**config.mk**
```make
export PLATFORM = sky130hd
export DESIGN_NAME = color_sensor_sequencer_classifier_unit
export DESIGN_NICKNAME = d
export VERILOG_FILES = /design/src/design/cssc_pkg.sv /design/src/design/color_sensor_sequencer_classifier_unit.sv /design/src/design/cssc_classify.sv
export SDC_FILE = /design/constraint.sdc
export NUM_CORES = 2
export LEC_CHECK = 0
export BUFFER_PORTS_ARGS = -buffer_cell sky130_fd_sc_hd__buf_2
export CAP_MARGIN = 10
export CORE_MARGIN = 4
export CORE_UTILIZATION = 60
export CTS_CLUSTER_SIZE = 28
export DETAILED_ROUTE_END_ITERATION = 7
export PLACE_DENSITY = 0.77
export SYNTH_ARGS = -nofsm -noshare
export SYNTH_HDL_FRONTEND = slang
export SYNTH_HIERARCHICAL = 1
export SYNTH_SLANG_ARGS = --single-unit
export TNS_END_PERCENT = 20
```
**constraint.sdc**
```tcl
create_clock -name clk -period 7.5 [get_ports clk]
set_input_delay 0.375 -clock clk [delete_from_list [all_inputs] [get_ports clk]]
set_output_delay 0.375 -clock clk [all_outputs]
set_load 0.005 [all_outputs]
```
**src/design/cssc_pkg.sv**
```systemverilog
// Shared types and constants for the color sensor sequencer and classifier.
`default_nettype none

package cssc_pkg;

    // Defaults for the top-level parameters
    localparam int DEF_COUNT_BITS     = 16;
    localparam int DEF_GAIN_FRAC_BITS = 16;

    // Fixed field widths
    localparam int GAIN_BITS  = 24;
    localparam int LEVEL_BITS = 16;
    localparam int ADDR_BITS  = 4;
    localparam int DATA_BITS  = 32;

    localparam logic [GAIN_BITS-1:0]  GAIN_ONE  = 24'd65536;
    localparam logic [LEVEL_BITS-1:0] LEVEL_MAX = 16'hFFFF;
    localparam logic [LEVEL_BITS-1:0] LEVEL_CAP = 16'd255;
    localparam logic [LEVEL_BITS-1:0] BLUE_BIAS = 16'd3;

    // Register indexes (paddr[3:2])
    localparam logic [1:0] REG_GAIN_RED   = 2'd0;
    localparam logic [1:0] REG_GAIN_GREEN = 2'd1;
    localparam logic [1:0] REG_GAIN_BLUE  = 2'd2;

    // Input beat kinds
    localparam logic KIND_RESTART = 1'b0;
    localparam logic KIND_WINDOW  = 1'b1;

    // Filter select codes, s2*2+s3
    localparam logic [1:0] FILT_RED   = 2'd0;
    localparam logic [1:0] FILT_BLUE  = 2'd1;
    localparam logic [1:0] FILT_CLEAR = 2'd2;
    localparam logic [1:0] FILT_GREEN = 2'd3;

    typedef enum logic [3:0] {
        CLS_UNDEF  = 4'd0,
        CLS_WHITE  = 4'd1,
        CLS_BROWN  = 4'd2,
        CLS_BLACK  = 4'd3,
        CLS_RED    = 4'd4,
        CLS_YELLOW = 4'd5,
        CLS_ORANGE = 4'd6,
        CLS_PINK   = 4'd7,
        CLS_BLUE   = 4'd8,
        CLS_PURPLE = 4'd9,
        CLS_GREEN  = 4'd10,
        CLS_GRAY   = 4'd11
    } color_class_t;

endpackage

`default_nettype wire

```
**src/design/color_sensor_sequencer_classifier_unit.sv**
```systemverilog
// Pipeline: an accepted item beat moves through three registers in order: counts,
//   products, result; the last one drives the result channel.
// Throughput: one item per cycle; the three gain multiplies run in parallel in
//   the product stage, so the whole pipe advances every cycle the output is free.
// Reset: rst_n clears phase, filter select, stored counts, pipe valids and sets
//   all three gains to 1.0 (65536); there is no clearing pass.
`default_nettype none

module color_sensor_sequencer_classifier_unit
    import cssc_pkg::*;
#(
    parameter int COUNT_BITS     = DEF_COUNT_BITS,
    parameter int GAIN_FRAC_BITS = DEF_GAIN_FRAC_BITS
)
(
    input  wire logic                  clk,
    input  wire logic                  rst_n,

    // APB-style config port
    input  wire logic                  psel,
    input  wire logic                  penable,
    input  wire logic                  pwrite,
    input  wire logic [ADDR_BITS-1:0]  paddr,
    input  wire logic [DATA_BITS-1:0]  pwdata,
    output logic      [DATA_BITS-1:0]  prdata,
    output logic                       pready,

    // item channel
    input  wire logic                  item_valid,
    output logic                       item_ready,
    input  wire logic                  kind,
    input  wire logic [COUNT_BITS-1:0] window_count,

    // result channel
    output logic                       result_valid,
    input  wire logic                  result_ready,
    output logic      [1:0]            filter_code,
    output logic                       color_valid,
    output logic      [LEVEL_BITS-1:0] red_level,
    output logic      [LEVEL_BITS-1:0] green_level,
    output logic      [LEVEL_BITS-1:0] blue_level,
    output logic      [3:0]            color_class
);

    localparam int PROD_W = GAIN_BITS + COUNT_BITS;
    localparam int SH_W   = PROD_W - GAIN_FRAC_BITS;
    // wide enough for the shifted product plus the blue bias without wrapping
    localparam int EXT_W  = ((SH_W > LEVEL_BITS) ? SH_W : LEVEL_BITS) + 1;

    typedef enum logic [2:0] {
        PH_START = 3'd0,
        PH_RED   = 3'd1,
        PH_GREEN = 3'd2,
        PH_BLUE  = 3'd3,
        PH_DONE  = 3'd4
    } phase_t;

    // ---------------------------------------------------------------------
    // Config registers
    // ---------------------------------------------------------------------
    logic [GAIN_BITS-1:0] gain_red_reg, gain_green_reg, gain_blue_reg;
    logic                 cfg_wr;

    assign pready = 1'b1;
    assign cfg_wr = psel && penable && pwrite && pready;

    always_ff @(posedge clk or negedge rst_n)
    begin
        if (!rst_n)
        begin
            gain_red_reg   <= GAIN_ONE;
            gain_green_reg <= GAIN_ONE;
            gain_blue_reg  <= GAIN_ONE;
        end
        else if (cfg_wr)
        begin
            case (paddr[3:2])
                REG_GAIN_RED:   gain_red_reg   <= pwdata[GAIN_BITS-1:0];
                REG_GAIN_GREEN: gain_green_reg <= pwdata[GAIN_BITS-1:0];
                REG_GAIN_BLUE:  gain_blue_reg  <= pwdata[GAIN_BITS-1:0];
                default: ;  // writes past the map are dropped
            endcase
        end
    end

    always_comb
    begin
        case (paddr[3:2])
            REG_GAIN_RED:   prdata = DATA_BITS'(gain_red_reg);
            REG_GAIN_GREEN: prdata = DATA_BITS'(gain_green_reg);
            REG_GAIN_BLUE:  prdata = DATA_BITS'(gain_blue_reg);
            default:        prdata = '0;
        endcase
    end

    // ---------------------------------------------------------------------
    // Pipe control: all stages move together whenever the output slot is
    // empty or being drained this cycle.
    // ---------------------------------------------------------------------
    logic advance;
    logic item_fire;
    logic result_valid_reg;

    assign advance    = !result_valid_reg || result_ready;
    assign item_ready = advance;
    assign item_fire  = item_valid && advance;

    // ---------------------------------------------------------------------
    // Sequencer: phase walk red -> green -> blue -> clear
    // ---------------------------------------------------------------------
    phase_t                phase_reg, phase_next;
    logic [1:0]            filter_reg, filter_next;
    logic [COUNT_BITS-1:0] red_cnt_reg, red_cnt_next;
    logic [COUNT_BITS-1:0] green_cnt_reg, green_cnt_next;
    logic                  fire_next;

    always_comb
    begin
        phase_next     = phase_reg;
        filter_next    = filter_reg;
        red_cnt_next   = red_cnt_reg;
        green_cnt_next = green_cnt_reg;
        fire_next      = 1'b0;
        if (kind == KIND_RESTART)
        begin
            phase_next = PH_START;  // filter select left alone
        end
        else
        begin
            case (phase_reg)
                PH_START:
                begin
                    filter_next = FILT_RED;
                    phase_next  = PH_RED;
                end
                PH_RED:
                begin
                    red_cnt_next = window_count;
                    filter_next  = FILT_GREEN;
                    phase_next   = PH_GREEN;
                end
                PH_GREEN:
                begin
                    green_cnt_next = window_count;
                    filter_next    = FILT_BLUE;
                    phase_next     = PH_BLUE;
                end
                PH_BLUE:
                begin
                    fire_next   = 1'b1;  // this window is blue: full set
                    filter_next = FILT_CLEAR;
                    phase_next  = PH_DONE;
                end
                default: ;  // past the set, window ends are ignored
            endcase
        end
    end

    // stage 1: counts latched with the beat
    logic                  s1_valid_reg;
    logic [1:0]            s1_filter_reg;
    logic                  s1_fire_reg;
    logic [COUNT_BITS-1:0] s1_red_reg, s1_green_reg, s1_blue_reg;

    always_ff @(posedge clk or negedge rst_n)
    begin
        if (!rst_n)
        begin
            phase_reg     <= PH_START;
            filter_reg    <= FILT_RED;
            red_cnt_reg   <= '0;
            green_cnt_reg <= '0;
            s1_valid_reg  <= 1'b0;
        end
        else if (advance)
        begin
            s1_valid_reg <= item_valid;
            if (item_valid)
            begin
                phase_reg     <= phase_next;
                filter_reg    <= filter_next;
                red_cnt_reg   <= red_cnt_next;
                green_cnt_reg <= green_cnt_next;
            end
        end
    end

    always_ff @(posedge clk)
    begin
        if (item_fire)
        begin
            s1_filter_reg <= filter_next;
            s1_fire_reg   <= fire_next;
            s1_red_reg    <= red_cnt_reg;
            s1_green_reg  <= green_cnt_reg;
            s1_blue_reg   <= window_count;
        end
    end

    // ---------------------------------------------------------------------
    // Stage 2: white-balance products, one multiplier per channel
    // ---------------------------------------------------------------------
    logic              s2_valid_reg;
    logic [1:0]        s2_filter_reg;
    logic              s2_fire_reg;
    logic [PROD_W-1:0] s2_red_prod_reg, s2_green_prod_reg, s2_blue_prod_reg;

    always_ff @(posedge clk or negedge rst_n)
    begin
        if (!rst_n)
            s2_valid_reg <= 1'b0;
        else if (advance)
            s2_valid_reg <= s1_valid_reg;
    end

    always_ff @(posedge clk)
    begin
        if (advance && s1_valid_reg)
        begin
            s2_filter_reg     <= s1_filter_reg;
            s2_fire_reg       <= s1_fire_reg;
            s2_red_prod_reg   <= PROD_W'(gain_red_reg)   * PROD_W'(s1_red_reg);
            s2_green_prod_reg <= PROD_W'(gain_green_reg) * PROD_W'(s1_green_reg);
            s2_blue_prod_reg  <= PROD_W'(gain_blue_reg)  * PROD_W'(s1_blue_reg);
        end
    end

    // ---------------------------------------------------------------------
    // Stage 3: truncate, bias, saturate, bright clamp, classify
    // ---------------------------------------------------------------------
    logic [EXT_W-1:0]      red_ext, green_ext, blue_ext;
    logic [LEVEL_BITS-1:0] red_sat, green_sat, blue_sat;
    logic                  all_bright;
    logic [LEVEL_BITS-1:0] red_bal, green_bal, blue_bal;
    color_class_t          class_comb;

    assign red_ext   = EXT_W'(s2_red_prod_reg >> GAIN_FRAC_BITS);
    assign green_ext = EXT_W'(s2_green_prod_reg >> GAIN_FRAC_BITS);
    assign blue_ext  = EXT_W'(s2_blue_prod_reg >> GAIN_FRAC_BITS) + EXT_W'(BLUE_BIAS);

    assign red_sat   = (red_ext   > EXT_W'(LEVEL_MAX)) ? LEVEL_MAX : red_ext[LEVEL_BITS-1:0];
    assign green_sat = (green_ext > EXT_W'(LEVEL_MAX)) ? LEVEL_MAX : green_ext[LEVEL_BITS-1:0];
    assign blue_sat  = (blue_ext  > EXT_W'(LEVEL_MAX)) ? LEVEL_MAX : blue_ext[LEVEL_BITS-1:0];

    // all three over full scale: pin the set to plain white
    assign all_bright = (red_sat > LEVEL_CAP) && (green_sat > LEVEL_CAP)
                        && (blue_sat > LEVEL_CAP);
    assign red_bal    = all_bright ? LEVEL_CAP : red_sat;
    assign green_bal  = all_bright ? LEVEL_CAP : green_sat;
    assign blue_bal   = all_bright ? LEVEL_CAP : blue_sat;

    cssc_classify u_classify (
        .red         (red_bal),
        .green       (green_bal),
        .blue        (blue_bal),
        .color_class (class_comb)
    );

    logic [1:0]            filter_code_reg;
    logic                  color_valid_reg;
    logic [LEVEL_BITS-1:0] red_level_reg, green_level_reg, blue_level_reg;
    color_class_t          color_class_reg;

    always_ff @(posedge clk or negedge rst_n)
    begin
        if (!rst_n)
            result_valid_reg <= 1'b0;
        else if (advance)
            result_valid_reg <= s2_valid_reg;
    end

    // levels and class read as zero on beats that close no set
    always_ff @(posedge clk)
    begin
        if (advance && s2_valid_reg)
        begin
            filter_code_reg <= s2_filter_reg;
            color_valid_reg <= s2_fire_reg;
            red_level_reg   <= s2_fire_reg ? red_bal   : '0;
            green_level_reg <= s2_fire_reg ? green_bal : '0;
            blue_level_reg  <= s2_fire_reg ? blue_bal  : '0;
            color_class_reg <= s2_fire_reg ? class_comb : CLS_UNDEF;
        end
    end

    assign result_valid = result_valid_reg;
    assign filter_code  = filter_code_reg;
    assign color_valid  = color_valid_reg;
    assign red_level    = red_level_reg;
    assign green_level  = green_level_reg;
    assign blue_level   = blue_level_reg;
    assign color_class  = color_class_reg;

endmodule

`default_nettype wire

```
**src/design/cssc_classify.sv**
```systemverilog
// Ordered threshold tree that maps a balanced RGB triple to a color class.
`default_nettype none

module cssc_classify
    import cssc_pkg::*;
(
    input  wire logic [LEVEL_BITS-1:0] red,
    input  wire logic [LEVEL_BITS-1:0] green,
    input  wire logic [LEVEL_BITS-1:0] blue,
    output color_class_t               color_class
);

    localparam logic [LEVEL_BITS-1:0] T_DIM    = 16'd12;
    localparam logic [LEVEL_BITS-1:0] T_DARK   = 16'd40;
    localparam logic [LEVEL_BITS-1:0] T_MID    = 16'd50;
    localparam logic [LEVEL_BITS-1:0] T_LOW    = 16'd100;
    localparam logic [LEVEL_BITS-1:0] T_HIGH   = 16'd120;
    localparam logic [LEVEL_BITS-1:0] T_BRIGHT = 16'd180;

    localparam logic signed [LEVEL_BITS:0] D_M3  = -17'sd3;
    localparam logic signed [LEVEL_BITS:0] D_1   = 17'sd1;
    localparam logic signed [LEVEL_BITS:0] D_2   = 17'sd2;
    localparam logic signed [LEVEL_BITS:0] D_4   = 17'sd4;
    localparam logic signed [LEVEL_BITS:0] D_10  = 17'sd10;
    localparam logic signed [LEVEL_BITS:0] D_20  = 17'sd20;
    localparam logic signed [LEVEL_BITS:0] D_40  = 17'sd40;
    localparam logic signed [LEVEL_BITS:0] D_50  = 17'sd50;
    localparam logic signed [LEVEL_BITS:0] D_60  = 17'sd60;

    logic signed [LEVEL_BITS:0] rg, rb, gb, bg, br, gr;
    logic                       gb_far2, gb_near20;

    assign rg = $signed({1'b0, red})   - $signed({1'b0, green});
    assign rb = $signed({1'b0, red})   - $signed({1'b0, blue});
    assign gb = $signed({1'b0, green}) - $signed({1'b0, blue});
    assign gr = -rg;
    assign br = -rb;
    assign bg = -gb;

    // |g-b| >= 2 and |g-b| < 20
    assign gb_far2   = (gb >= D_2) || (gb <= -D_2);
    assign gb_near20 = (gb < D_20) && (gb > -D_20);

    always_comb
    begin
        if (red < T_DIM && green < T_DIM && blue < T_DIM)
            color_class = CLS_UNDEF;
        else if (red > T_BRIGHT && green > T_BRIGHT && blue > T_BRIGHT && rg < D_40)
            color_class = CLS_WHITE;
        else if (red > green && gb_far2 && rg > D_10 && rg < D_40)
            color_class = CLS_BROWN;
        else if (red < T_DARK && green < T_DARK && blue < T_DARK)
            color_class = CLS_BLACK;
        else if (rg >= D_50 && rb >= D_50 && green < T_LOW && blue < T_LOW)
            color_class = CLS_RED;
        else if (red > green && green > blue && rg < D_60 && blue < T_BRIGHT
                 && red > T_HIGH && rg > D_10)
            color_class = CLS_YELLOW;
        else if (red > green && gb_near20 && rg > D_60 && blue < T_BRIGHT)
            color_class = CLS_ORANGE;
        else if (red > green && blue > green && red > blue && rg > D_50)
            color_class = CLS_PINK;
        else if (bg >= D_4 && br >= D_4)
            color_class = CLS_BLUE;
        else if (bg >= D_1 && br >= D_M3)
            color_class = CLS_PURPLE;
        else if (gr >= D_1 && gb >= D_10)
            color_class = CLS_GREEN;
        else if (red >= T_MID && red < T_BRIGHT && green >= T_MID && green < T_BRIGHT
                 && blue >= T_MID && blue < T_BRIGHT)
            color_class = CLS_GRAY;
        else
            color_class = CLS_UNDEF;
    end

endmodule

`default_nettype wire

```
==> summary.txt <==
Status -> finished, final reports clean
Hold_sp -> window_count[0]
Syn_area_per_cell -> 9.28 um2
Global-route wire length before repair -> 231 mm
Top cells by count, synth -> 1,127 x inv_1, 918 x fa_1, 813 x nand2_1
Root buffer cell -> clkbuf_16
Critical path, cell by cell -> and2_1 > fa_1 > inv_1 > fa_1 > fa_1 > inv_1 > fa_1 > fa_1 > inv_1 > fa_1 > inv_1 > ha_1 > a21oi_1 > o211ai_1 > a211oi_2 > a31oi_1 > o22ai_1 > buf_4 > a21oi_2 > a31oi_2 > o21ai_0 > o41ai_2 > xnor2_1
Cts bufs inserted -> 35
# H-tree levels -> 2
CP max stage delay -> 0.60 ns
Share of the synthesized area in the top cell type -> 0.354
# rows -> 107
Synth-to-layout area growth -> 8.06%
Capturing element type of the critical path -> flip-flop
Crit share post-route -> 0.973
DR vias/cell -> 5.80
Max_cap viols -> 0
# clock sinks -> 293
Core area -> 85,500 um2
Synth Flop Type -> edfxtp_1
Finished Cell Area -> 56,100 um2
Routed length per instance -> 20.7 um
N_diodes -> 0
Die Width -> 302 um
Initial antenna violation count -> 6
Async SR Flop Fraction -> 0.382
Hold Violations, Final -> 0
DP HPWL -> 115 mm
R2R cell count -> 23
Worst-path maximum fanout -> 12
Top Ports -> 150
Critical path type -> flip-flop to flip-flop
DRT antenna net count -> 0
Ys Warns -> 6
Slack of the critical path -> 0.201 ns
Delay-heaviest family, CP -> adder cells
RD Place Congestion -> 0.967
Hold Crit Class -> primary input to flip-flop
Hold depth -> 1
Share of cells above drive strength 1 -> 0.107
Synth Cell Area -> 52,000 um2
WP data required -> 7.78 ns
Max Clk Rate -> 0.137 GHz
Reg2Reg Launch Point -> gain_blue_reg[10]
Die area -> 91,400 um2
Post-synth EDFFs -> 181
Clock Tree Buf Depth -> 3
Post-Place Cells -> 6,835
Most used cell, CP -> fa_1
DRC violations left -> 0
Fin cells -> 6,906
Critical path arrival -> 7.58 ns
Die height -> 302 um
Final Skew -> 0.0315 ns
Vias in the first global route -> 42,850
Synth area leaders -> fa_1 35%, edfxtp_1 10%, ha_1 9.3%, inv_1 8.1%, and2_1 6.4%
Largest net degree at the start of global routing -> 76
Clk slew on worst S/H paths -> 0.06 ns
DR iter-0 viols -> 3,118
Sequential element share of the synthesized area -> 0.159
Vias -> 40,037
Synth area leader -> fa_1
Port bufs -> 130
Critical path buffers and inverters -> 5
Clk_lat worst skew -> 0.57 ns
Hold WS -> 0.0845 ns
Fin nets -> 7,099
Worst setup SP type -> flip-flop
GRT Overall Usage -> 0.324
Area after DPL -> 54,700 um2
WP depth -> 23
Synth unique cells -> 99
Max Slew Vio Count -> 0
Place WS -> 0.0244 ns
Grt total ovfl -> 0
Slowest-stage cell, CP -> fa_1
Setup violators final -> 0
Dominant cell by count in the synthesized netlist -> inv_1
Gate Count Post-Synth -> 5,597
Starting Density -> 0.607
Worst setup path start -> gain_blue_reg[10]
CTS tree -> yes
Drt first pass iters -> 6
Worst-margin pin slew -> 1.12 ns
Final Critical Period -> 7.30 ns
Slew Limit Headroom -> 0.254
Final wirelength -> 143 mm
#FFs+latches synth -> 293
==> kinds of logic after synthesis <==
logic type	share of synthesized area
simple gates	0.177
buf+inv	0.102
fa+ha+maj	0.446
compound gates	0.0658
flops	0.159
mux	0.0296
xor+xnor	0.0204
other cells	0.000145
==> metal layers <==
layer | vias to the layer above | track usage | wire [um]
met3 | 473 | 0.0684 | 14100
met1 | 19922 | 0.420 | 54500
met5 | - | 0 | 26
li1 | 17610 | - | -
met4 | 4 | 0.161 | 8430
met2 | 2028 | 0.521 | 66000
==> what timing repair did <==
item                       CTS  global route
hold endpoints to repair    51             0
hold buffers                 1             0
setup endpoints to repair    0            28
gates resized for setup      0            26
buffers inserted             0             7
==> worst reg2reg max path: stages (launching register included) <==
cell,delay [ns]
dfrtp_1,0.59
and2_1,0.30
fa_1,0.54
inv_1,0.06
fa_1,0.53
fa_1,0.53
inv_1,0.05
fa_1,0.49
fa_1,0.55
inv_1,0.06
fa_1,0.60
inv_1,0.07
ha_1,0.33
a21oi_1,0.20
o211ai_1,0.15
a211oi_2,0.31
a31oi_1,0.24
o22ai_1,0.32
buf_4,0.18
a21oi_2,0.08
a31oi_2,0.26
o21ai_0,0.18
o41ai_2,0.31
xnor2_1,0.12
==> final timing paths <==
kind	to	slack [ns]
max	s2_blue_prod_reg[39]	0.20
min	s1_blue_reg[0]	0.08
max reg2reg	s2_blue_prod_reg[39]	0.20
min reg2reg	s2_filter_reg[0]	0.42
max in group asynchronous	red_cnt_reg[3]	5.68
min in group asynchronous	gain_blue_reg[5]	0.45
==> layout make-up <==
type                            count  area [um2]
Multi-Input combinational cell   3919       38500
Fill cell                        6733       29400
Sequential cell                   293        8250
Inverter                         1127        4230
Timing Repair Buffer              360        2490
Tap cell                         1144        1430
Clock buffer                       43         937
Clock inverter                     20         259
==> cells in the final DEF (no fill, tap or decap), drive strengths merged, types with 10 or more instances in the layout <==
cell / instances
inv: 1133
fa: 918
nand2: 814
and2: 529
ha: 385
buf: 359
edfxtp: 181
nor2: 181
a21oi: 122
mux2: 111
o21ai: 109
dfrtp: 109
xnor2: 78
nand3: 54
nor3: 48
xor2: 43
a21o: 43
clkbuf: 43
nor4: 37
nand4: 30
mux2i: 29
or3: 29
and3: 27
a31oi: 27
nand2b: 25
a211oi: 24
o21a: 20
nor2b: 19
o211ai: 16
o21bai: 13
and4: 11
a221oi: 10
==> metrics by stage <==
step,setup TNS (ns),utilization
2_1_floorplan,0,-
3_3_place_gp,0,0.640
3_5_place_dp,0,0.640
4_1_cts,0,0.654
5_1_grt,-0.0925,0.656
6_report,0,0.656
Power is left out: the tool's default activity adds up to more than one toggle a clock period on the data nets, which glitch-free logic cannot reach.
